**config.mk**
```make
export PLATFORM = sky130hd
export DESIGN_NAME = tile_to_sprite_rect
export DESIGN_NICKNAME = d
export VERILOG_FILES = /design/src/tts_pkg.sv /design/src/tile_to_sprite_rect.sv
export SDC_FILE = /design/constraint.sdc
export NUM_CORES = 2
export LEC_CHECK = 0
export ABC_AREA = 1
export BUFFER_PORTS_ARGS = -buffer_cell sky130_fd_sc_hd__buf_2
export CELL_PAD_IN_SITES_DETAIL_PLACEMENT = 0
export CELL_PAD_IN_SITES_GLOBAL_PLACEMENT = 1
export CORE_ASPECT_RATIO = 0.75
export CORE_MARGIN = 3
export CORE_UTILIZATION = 35
export CTS_BUF_LIST = sky130_fd_sc_hd__clkbuf_8
export CTS_CLUSTER_DIAMETER = 80
export DETAILED_ROUTE_END_ITERATION = 8
export PLACE_DENSITY = 0.63
export SYNTH_ARGS = -nofsm -noshare
export SYNTH_HDL_FRONTEND = slang
export SYNTH_SLANG_ARGS = --single-unit
```
**constraint.sdc**
```tcl
create_clock -name clk -period 11.89 [get_ports clk]
set_clock_uncertainty 0.15 [all_clocks]
set_input_delay 3.567 -clock clk [delete_from_list [all_inputs] [get_ports clk]]
set_output_delay 3.567 -clock clk [all_outputs]
set_load 0.02 [all_outputs]
```
**src/tts_pkg.sv**
```systemverilog
package tts_pkg;

  localparam int NUM_TILESETS = 4;
  localparam int IDX_W        = $clog2(NUM_TILESETS);
  localparam int ID_W         = 29;
  localparam int FIRST_W      = 24;
  localparam int COLS_W       = 16;
  localparam int TSZ_W        = 12;
  localparam int CELL_W       = 10;
  localparam int DEST_W       = 22;
  localparam int SRCX_W       = 28;
  localparam int SRCY_W       = 41;

  // long division: dividend padded to DVD_W, DIV_BITS quotient bits per stage
  localparam int DVD_W      = 32;
  localparam int DIV_BITS   = 4;
  localparam int DIV_STAGES = DVD_W / DIV_BITS;

  localparam logic [31:0] FLAG_H = 32'h8000_0000;
  localparam logic [31:0] FLAG_V = 32'h4000_0000;
  localparam logic [31:0] FLAG_D = 32'h2000_0000;

  typedef enum logic [2:0] {
    CFG_TILESET_0   = 3'd0,
    CFG_TILESET_1   = 3'd1,
    CFG_TILESET_2   = 3'd2,
    CFG_TILESET_3   = 3'd3,
    CFG_TS_COUNT    = 3'd4,
    CFG_MAP_TILE_W  = 3'd5,
    CFG_MAP_TILE_H  = 3'd6
  } cfg_idx_t;

  // one tileset register, bits 63:0
  typedef struct packed {
    logic [TSZ_W-1:0]   th;
    logic [TSZ_W-1:0]   tw;
    logic [COLS_W-1:0]  cols;
    logic [FIRST_W-1:0] first;
  } tileset_t;

  typedef struct packed {
    logic [31:0]       tile_word;
    logic [CELL_W-1:0] cell_x;
    logic [CELL_W-1:0] cell_y;
  } in_item_t;

  typedef struct packed {
    logic [IDX_W-1:0]  tileset_index;
    logic [SRCX_W-1:0] src_x;
    logic [SRCY_W-1:0] src_y;
    logic [TSZ_W-1:0]  src_w;
    logic [TSZ_W-1:0]  src_h;
    logic [DEST_W-1:0] dest_x;
    logic [DEST_W-1:0] dest_y;
    logic              mirror_h;
    logic              mirror_v;
  } out_item_t;

  // payload carried through the divider stages
  typedef struct packed {
    logic [DVD_W-1:0]  dvd;
    logic [COLS_W-1:0] rem;
    logic [DVD_W-1:0]  quo;
    logic [COLS_W-1:0] cols;
    logic [TSZ_W-1:0]  tw;
    logic [TSZ_W-1:0]  th;
    logic [IDX_W-1:0]  idx;
    logic              mh;
    logic              mv;
    logic [DEST_W-1:0] dest_x;
    logic [DEST_W-1:0] dest_y;
  } pipe_t;

endpackage

```
**src/tile_to_sprite_rect.sv**
```systemverilog
// tile_to_sprite_rect: turns one raw tile word plus its map cell into a sprite
// draw request (tileset index, source rectangle, destination, mirror flags).
// A transaction is taken on every clock edge with start high; busy is tied low,
// so the block takes one tile per cycle, back to back, with no gaps. The result
// of a transaction appears on out_data with out_valid high for exactly one
// cycle, in input order. The receiver cannot stall the block, so it must
// sample every out_valid cycle. A zero tile word, or a tile id below every
// tileset in use, produces no result at all: the slot just stays empty. Each
// tile passes through the pipeline: one input register, one tileset select
// stage, eight divide stages (four quotient bits each, for column = local
// id mod columns and row = local id div columns), and one multiply stage
// feeding the output register. Configuration registers are
// written through cfg_we/cfg_index/cfg_data with no wait; write them only
// while no transaction is in flight. A column count of zero divides as one, a
// tileset count above four acts as four, and writes to index 7 are dropped.
module tile_to_sprite_rect
  import tts_pkg::*;
(
  input  logic            clk,
  input  logic            rst_n,
  // command channel
  input  logic            start,
  output logic            busy,
  input  in_item_t        in_data,
  // result channel
  output logic            out_valid,
  output out_item_t       out_data,
  // configuration
  input  logic            cfg_we,
  input  logic [2:0]      cfg_index,
  input  logic [63:0]     cfg_data
);

  // ---------------------------------------------------------------------------
  // configuration registers
  // ---------------------------------------------------------------------------
  tileset_t          tileset_r [NUM_TILESETS];
  logic [2:0]        count_r;
  logic [TSZ_W-1:0]  map_w_r;
  logic [TSZ_W-1:0]  map_h_r;

  always_ff @(posedge clk) begin
    if (!rst_n) begin
      for (int i = 0; i < NUM_TILESETS; i++) begin
        tileset_r[i] <= '0;
      end
      count_r <= '0;
      map_w_r <= '0;
      map_h_r <= '0;
    end else if (cfg_we) begin
      case (cfg_idx_t'(cfg_index))
        CFG_TILESET_0:  tileset_r[0] <= tileset_t'(cfg_data);
        CFG_TILESET_1:  tileset_r[1] <= tileset_t'(cfg_data);
        CFG_TILESET_2:  tileset_r[2] <= tileset_t'(cfg_data);
        CFG_TILESET_3:  tileset_r[3] <= tileset_t'(cfg_data);
        CFG_TS_COUNT:   count_r      <= cfg_data[2:0];
        CFG_MAP_TILE_W: map_w_r      <= cfg_data[TSZ_W-1:0];
        CFG_MAP_TILE_H: map_h_r      <= cfg_data[TSZ_W-1:0];
        default: ;
      endcase
    end
  end

  // never stalls
  assign busy = 1'b0;

  // ---------------------------------------------------------------------------
  // stage 0: input register; zero words are dropped here
  // ---------------------------------------------------------------------------
  logic     in_vld_r;
  in_item_t in_item_r;

  always_ff @(posedge clk) begin
    if (!rst_n) begin
      in_vld_r <= 1'b0;
    end else begin
      in_vld_r <= start && !busy && (in_data.tile_word != '0);
    end
  end

  always_ff @(posedge clk) begin
    in_item_r <= in_data;
  end

  // ---------------------------------------------------------------------------
  // stage 1: tileset select, local id, destination multiply
  // ---------------------------------------------------------------------------
  logic              sel_vld_r;
  logic              sel_vld_nxt;
  pipe_t             sel_r;
  pipe_t             sel_nxt;
  logic [2:0]        used;
  logic [ID_W-1:0]   tile_id;
  tileset_t          ts_pick;
  logic [ID_W-1:0]   loc_id;

  always_comb begin
    used    = (count_r > 3'(NUM_TILESETS)) ? 3'(NUM_TILESETS) : count_r;
    tile_id = in_item_r.tile_word[ID_W-1:0];
    ts_pick = '0;
    sel_vld_nxt = 1'b0;
    sel_nxt = '0;
    // ascending scan: the highest matching entry wins
    for (int i = 0; i < NUM_TILESETS; i++) begin
      if ((3'(i) < used) && (ID_W'(tileset_r[i].first) <= tile_id)) begin
        sel_vld_nxt = in_vld_r;
        sel_nxt.idx = IDX_W'(i);
        ts_pick     = tileset_r[i];
      end
    end
    loc_id        = tile_id - ID_W'(ts_pick.first);
    sel_nxt.dvd   = DVD_W'(loc_id);
    sel_nxt.rem   = '0;
    sel_nxt.quo   = '0;
    sel_nxt.cols  = (ts_pick.cols == '0) ? COLS_W'(1) : ts_pick.cols;
    sel_nxt.tw    = ts_pick.tw;
    sel_nxt.th    = ts_pick.th;
    sel_nxt.mh    = (in_item_r.tile_word & (FLAG_H | FLAG_D)) != '0;
    sel_nxt.mv    = (in_item_r.tile_word & (FLAG_V | FLAG_D)) != '0;
    sel_nxt.dest_x = DEST_W'(in_item_r.cell_x) * DEST_W'(map_w_r);
    sel_nxt.dest_y = DEST_W'(in_item_r.cell_y) * DEST_W'(map_h_r);
  end

  always_ff @(posedge clk) begin
    if (!rst_n) begin
      sel_vld_r <= 1'b0;
    end else begin
      sel_vld_r <= sel_vld_nxt;
    end
  end

  always_ff @(posedge clk) begin
    sel_r <= sel_nxt;
  end

  // ---------------------------------------------------------------------------
  // stages 2..9: restoring division, DIV_BITS quotient bits per stage
  // ---------------------------------------------------------------------------
  logic  div_vld_r [DIV_STAGES];
  pipe_t div_r     [DIV_STAGES];
  pipe_t div_nxt   [DIV_STAGES];

  always_comb begin
    pipe_t          cur;
    logic [COLS_W:0] trial;
    for (int k = 0; k < DIV_STAGES; k++) begin
      cur = (k == 0) ? sel_r : div_r[(k == 0) ? 0 : k-1];
      for (int b = 0; b < DIV_BITS; b++) begin
        trial   = {cur.rem, cur.dvd[DVD_W-1]};
        cur.dvd = {cur.dvd[DVD_W-2:0], 1'b0};
        if (trial >= {1'b0, cur.cols}) begin
          trial   = trial - {1'b0, cur.cols};
          cur.quo = {cur.quo[DVD_W-2:0], 1'b1};
        end else begin
          cur.quo = {cur.quo[DVD_W-2:0], 1'b0};
        end
        cur.rem = trial[COLS_W-1:0];
      end
      div_nxt[k] = cur;
    end
  end

  always_ff @(posedge clk) begin
    if (!rst_n) begin
      for (int k = 0; k < DIV_STAGES; k++) begin
        div_vld_r[k] <= 1'b0;
      end
    end else begin
      div_vld_r[0] <= sel_vld_r;
      for (int k = 1; k < DIV_STAGES; k++) begin
        div_vld_r[k] <= div_vld_r[k-1];
      end
    end
  end

  always_ff @(posedge clk) begin
    for (int k = 0; k < DIV_STAGES; k++) begin
      div_r[k] <= div_nxt[k];
    end
  end

  // ---------------------------------------------------------------------------
  // stage 10: scale column/row by tile size into the output register
  // ---------------------------------------------------------------------------
  pipe_t     last;
  logic      out_vld_r;
  out_item_t out_r;
  out_item_t out_nxt;

  always_comb begin
    last                  = div_r[DIV_STAGES-1];
    out_nxt.tileset_index = last.idx;
    out_nxt.src_x         = SRCX_W'(last.rem) * SRCX_W'(last.tw);
    out_nxt.src_y         = SRCY_W'(last.quo[ID_W-1:0]) * SRCY_W'(last.th);
    out_nxt.src_w         = last.tw;
    out_nxt.src_h         = last.th;
    out_nxt.dest_x        = last.dest_x;
    out_nxt.dest_y        = last.dest_y;
    out_nxt.mirror_h      = last.mh;
    out_nxt.mirror_v      = last.mv;
  end

  always_ff @(posedge clk) begin
    if (!rst_n) begin
      out_vld_r <= 1'b0;
    end else begin
      out_vld_r <= div_vld_r[DIV_STAGES-1];
    end
  end

  always_ff @(posedge clk) begin
    out_r <= out_nxt;
  end

  assign out_valid = out_vld_r;
  assign out_data  = out_r;

  // ---------------------------------------------------------------------------
  // assertions
  // ---------------------------------------------------------------------------
  // remainder leaving the divider is a true column
  a_rem_lt_cols: assert property (@(posedge clk) disable iff (!rst_n)
    div_vld_r[DIV_STAGES-1] |-> (div_r[DIV_STAGES-1].rem < div_r[DIV_STAGES-1].cols))
    else $error("divider remainder not below column count");

  // selected tileset is always one in use
  a_idx_in_use: assert property (@(posedge clk) disable iff (!rst_n)
    sel_vld_r |-> ({1'b0, sel_r.idx} < count_r))
    else $error("selected tileset beyond tileset_count");

  // a result strobe needs a valid item in the last divide stage
  a_out_from_div: assert property (@(posedge clk) disable iff (!rst_n)
    out_valid |-> $past(div_vld_r[DIV_STAGES-1]))
    else $error("result strobe without a transaction behind it");

  // divider never sees a zero divisor
  a_cols_nonzero: assert property (@(posedge clk) disable iff (!rst_n)
    sel_vld_r |-> (sel_r.cols != '0))
    else $error("zero column count reached the divider");

endmodule
```
# Word-level counts from Yosys, hierarchy flattened
# Memory sizes are Yosys's and may differ from the RTL's. A register that Yosys moved wholly into a read port is not among the register bits.
# Index checks and enable logic that the tools add are counted.
# totals
register_bits,339
mem_bits_rw,1576
word_cells,246
mem_count,3
# memory_table
name,words,width,rd,rd_clocked_by_memory_dff,wr,line_no,source
div_r,8,164,8,0,8,tile_to_sprite_rect.sv:140,pipe_t div_r [DIV_STAGES];
tileset_r,4,64,4,0,4,tile_to_sprite_rect.sv:37,tileset_t tileset_r [NUM_TILESETS];
div_vld_r,8,1,8,1,8,tile_to_sprite_rect.sv:139,logic div_vld_r [DIV_STAGES];
# op_classes
add_sub_neg,33
n_mul,4
order_cmp,41
eq_ne,6
muxes,105
bitwise,12
n_reduce_logical,15
# op_table
operator,n
$ge A17 B16 Y1,31
$mux W16,32
$mux W64,8
$sub A16 B16 Y16,31
$le A24 B29 Y1,4
$reduce_bool A32 Y1,3
$mux W1,64
$mul A10 B12 Y22,2
$mul A29 B12 Y41,1
$sub A29 B24 Y29,1
$mul A16 B12 Y28,1
$ge A1 B16 Y1 const A,1
$logic_not A16 Y1,1
$sub A1 B16 Y16 const A,1
$or A1 B1 Y1,12
$eq A3 B3 Y1 const B,3
$eq A3 B2 Y1 const B,2
$lt A1 B3 Y1 const A,2
$lt A2 B3 Y1 const A,2
$reduce_and A2 Y1,3
$logic_and A1 B1 Y1,5
$eq A3 B1 Y1 const B,1
$gt A3 B3 Y1 const B,1
$logic_not A3 Y1,1
3 further kinds,3

# Logic depth before layout (Yosys ltp)
# logic_depth
depth_word,9
mapped_depth,61
depth_no_buf,55

# Worst setup path after synthesis
# Ideal clock, no wire load.
# synth_timing
path_type,reg2reg
from,memory div_r[0][73] in the netlist's numbering
to,memory div_r[0][293] in the netlist's numbering
arrival_time_ns,7.196
required_ns,11.628
path_slack_ns,4.432
path_stages_with_launch,56
synth_period_minus_slack_ns,7.458
cell_sequence,dfxtp_1 > inv_1 > ha_1 > nand3_1 > nand2_2 > nand3_1 > nand2_1 > nand2_1 > nand2_1 > nand2_2 > nand2_2 > buf_6 > inv_2 > buf_4 > buf_6 > nand2_1 > o21ai_1 > ha_1 > (+20 left out) > nor2_1 > nand2_2 > buf_6 > buf_4 > nand2_1 > nand2_1 > ha_1 > a21oi_1 > o21ai_0 > a21oi_1 > o21ai_0 > nand3_1 > nand2_1 > a221oi_1 > nand3_2 > buf_4 > nand2_1 > nand2_1
# synth_lines
item,line_no
from (decl),tile_to_sprite_rect.sv:140

==> results.sh <==
export IMPL_status="completed"
export IMPL_synth_xor_area_share_pct=4.46
export IMPL_cap_viol_max_count=0
export IMPL_clk_path_buf_depth=4
export IMPL_arrival_ns=11.31
export IMPL_ys_ff_latch=1652
export IMPL_rows=167
export IMPL_ff_latch_area_um2=35600
export IMPL_io_pins=266
export IMPL_start_util_pct=35.3
export IMPL_synth_seq_area_share_pct=36.4
export IMPL_root_buffer="clkbuf_8"
export IMPL_syn_cell_area_um2=97900
export IMPL_portBuffers=264
export IMPL_place_gp_congestion=0.925
export IMPL_mostFrequentLayoutCells="nand2_1 (2,910), inv_1 (1,742), dfxtp_1 (1,393)"
export IMPL_synth_edf_count=256
export IMPL_dieArea_um2=286000
export IMPL_synth_top_family_by_area="adder cells"
export IMPL_crit_path_start_kind="register"
export IMPL_rsz0062_at_grt="false"
export IMPL_ys_types=70
export IMPL_grt_overflow=0
export IMPL_fin_tns_setup_ns=0
export IMPL_hold_class="register to register"
export IMPL_drt_first_pass_iters=6
export IMPL_synthCells=11600
export IMPL_worst_hold_slack_ns=0.115
export IMPL_grt_max_degree=65
export IMPL_cts_buffers_inserted=281
export IMPL_numClockSinks=1652
export IMPL_grt_pass1_vias=77500
export IMPL_ctsHoldBuffers=0
export IMPL_vias_per_cell=4.87
export IMPL_required_ns=12.58
export IMPL_yosys_mux_area_fraction_pct=0
export IMPL_synth_compound_gate_area_share_pct=8.28
export IMPL_cpMaxStageDelayCell="dfxtp_1"
export IMPL_cts_tree="done"
export IMPL_post_route_period_util_pct=89.3
export IMPL_clkLatencyLatePin_ns=0.98
export IMPL_drive_above_1_share_pct=7.39
export IMPL_multi_input_area_um2=54500
export IMPL_tightest_slew_ns=1.09
export IMPL_cpMostUsedCell="nand2_1"
export IMPL_synthSimpleGateAreaFrac_pct=19.5
export IMPL_synth_avg_cell_area_um2=8.41
export IMPL_cts_max_level=5
export IMPL_worstSetupPathType="register to register"
export IMPL_synthFlopType="dfxtp_1"
export IMPL_die_height_um=464
export IMPL_die_w_um=617
export IMPL_ctsResizeCount=0
export IMPL_detail_route_antenna_nets=0
export IMPL_clk_pin_slew_ns=0.07
export IMPL_slew_viol_final=0
export IMPL_async_reset_ff_share_pct=0
export IMPL_critical_path_max_stage_delay_ns=0.74
export IMPL_critPathCaptureType="register"
export IMPL_setup_violations_final=0
export IMPL_grt_pass1_wl_mm=460
export IMPL_finalHoldViolCount=0
export IMPL_area_growth_pct=11.1
export IMPL_nNetsFinal=13500
export IMPL_drc=0
export IMPL_grt_util_all_layers_pct=20.6
export IMPL_num_vias=77300
export IMPL_relSlewSlack_pct=27.3
export IMPL_nFillCells=28500
export IMPL_finalWirelength_mm=298
export IMPL_fmax_mhz=94.1
export IMPL_path_max_fanout=21
export IMPL_antenna_found_initial=22
export IMPL_wire_per_inst_um=18.8
export IMPL_hpwl_mm=234
export IMPL_yosysWarnings=0
export IMPL_final_common_cell="nand2_1"
export IMPL_layout_min_cycle_time_ns=10.62
export IMPL_synth_fa_ha_area_share_pct=23.4
export IMPL_post_cts_buffers=0
export IMPL_core_um2=277000
export IMPL_drt_iter0_markers=5967
-- Yosys cell counts, types with 8 or more instances --
cell type  number  area, um2
buf_1           9       33.8
xnor2_1       210       1840
a221o_1        22        220
or2_2          32        200
a221oi_1       11       96.3
nor3_1         70        350
buf_6          17        191
nand3_2        14        140
dfxtp_1      1396      27900
o21ai_2        11       96.3
o21ai_1        48        240
a31oi_1        26        163
nand3_1       524       2620
o2111ai_1      14        123
fa_1          596      11900
clkbuf_1      210        788
o21ai_0       390       1950
nand3_4         8        140
nand2_2        28        175
nand3b_1       33        248
nor2_1        744       2790
buf_4          21        158
o21bai_1       21        158
xor2_1        288       2520
a21o_1         48        360
edfxtp_1      256       7690
a211oi_1       32        240
a21oi_1       724       3620
o21a_1         33        248
nor4_1         32        200
inv_2          18       67.6
inv_1        1670       6270
nand2_1      2916      10900
a21boi_0       30        225
nand4_1       110        688
nand2_4        14        158
ha_1          875      10900
buf_2          51        255
-- layout make-up --
class                           instances  share of cell area [%]
Clock buffer                          337                    4.27
Clock inverter                        155                    1.19
Antenna cell                            8                  0.0184
Timing Repair Buffer                  303                    1.48
Sequential cell                      1652                    32.8
Tap cell                             3718                    4.28
Inverter                             1688                    5.83
Multi-Input combinational cell       7995                    50.2
-- critical path, delay by kind of cell (launching register included) --
family | cells | cell delay (ns)
AND/OR/NAND/NOR | 35 | 4.52
AO/OA/AOI/OAI | 8 | 1.80
buffers and inverters | 6 | 1.63
adder cells (fa/ha/maj) | 4 | 1.62
flip-flops | 1 | 0.74
-- state kept, by name, summed over array words and instances, names as in the netlist --
name / flops
sel_vld_r: 1
map_h_r: 12
tileset_r: 256
out_data: 141
div_r: 1048
map_w_r: 12
in_vld_r: 1
out_valid: 1
count_r: 3
div_nxt: 116
div_vld_r: 8
sel_r: 1
in_item_r: 52
-- layer usage --
| metal | track usage (%) | part of all wire [%] |
|---|---|---|
| met3 | 4.24 | 7.1 |
| met5 | 0 | 0.028 |
| met2 | 29.2 | 40 |
| met1 | 31.2 | 50 |
| met4 | 5.51 | 2.5 |
-- final timing paths --
check	startpoint	end	slack [ns]	depth (start not counted)
hold reg to reg	div_r[0][159]	div_r[0][327]	0.11	0
setup / recovery	div_r[0][237]	div_r[0][451]	1.27	53
setup reg to reg	div_r[0][237]	div_r[0][451]	1.27	53
hold / removal	div_r[0][159]	div_r[0][327]	0.11	0
-- per-stage QoR --
stage	area, um2	setup slack (ns)	instances	utilization (%)
after detailed placement	103000	1.23	15400	37.1
after floorplan	97900	4.43	11600	-
after global placement	103000	1.06	15400	37.1
after global routing	109000	0.124	15900	39.2
final	109000	1.27	15900	39.2
after CTS	109000	1.20	15800	39.2
-- cells by family (layout without fill, tap and decap cells) --
group                    after synthesis  after routing
AND/OR/NAND/NOR                     4568           4568
buffers and inverters               1998           2483
flip-flops                          1652           1652
adder cells (fa/ha/maj)             1471           1471
AO/OA/AOI/OAI                       1450           1450
XOR/XNOR                             498            498
other                                  1             16
Power is not shown: default switching activity piles up to over one toggle a cycle in this logic, so the estimate is an artifact.
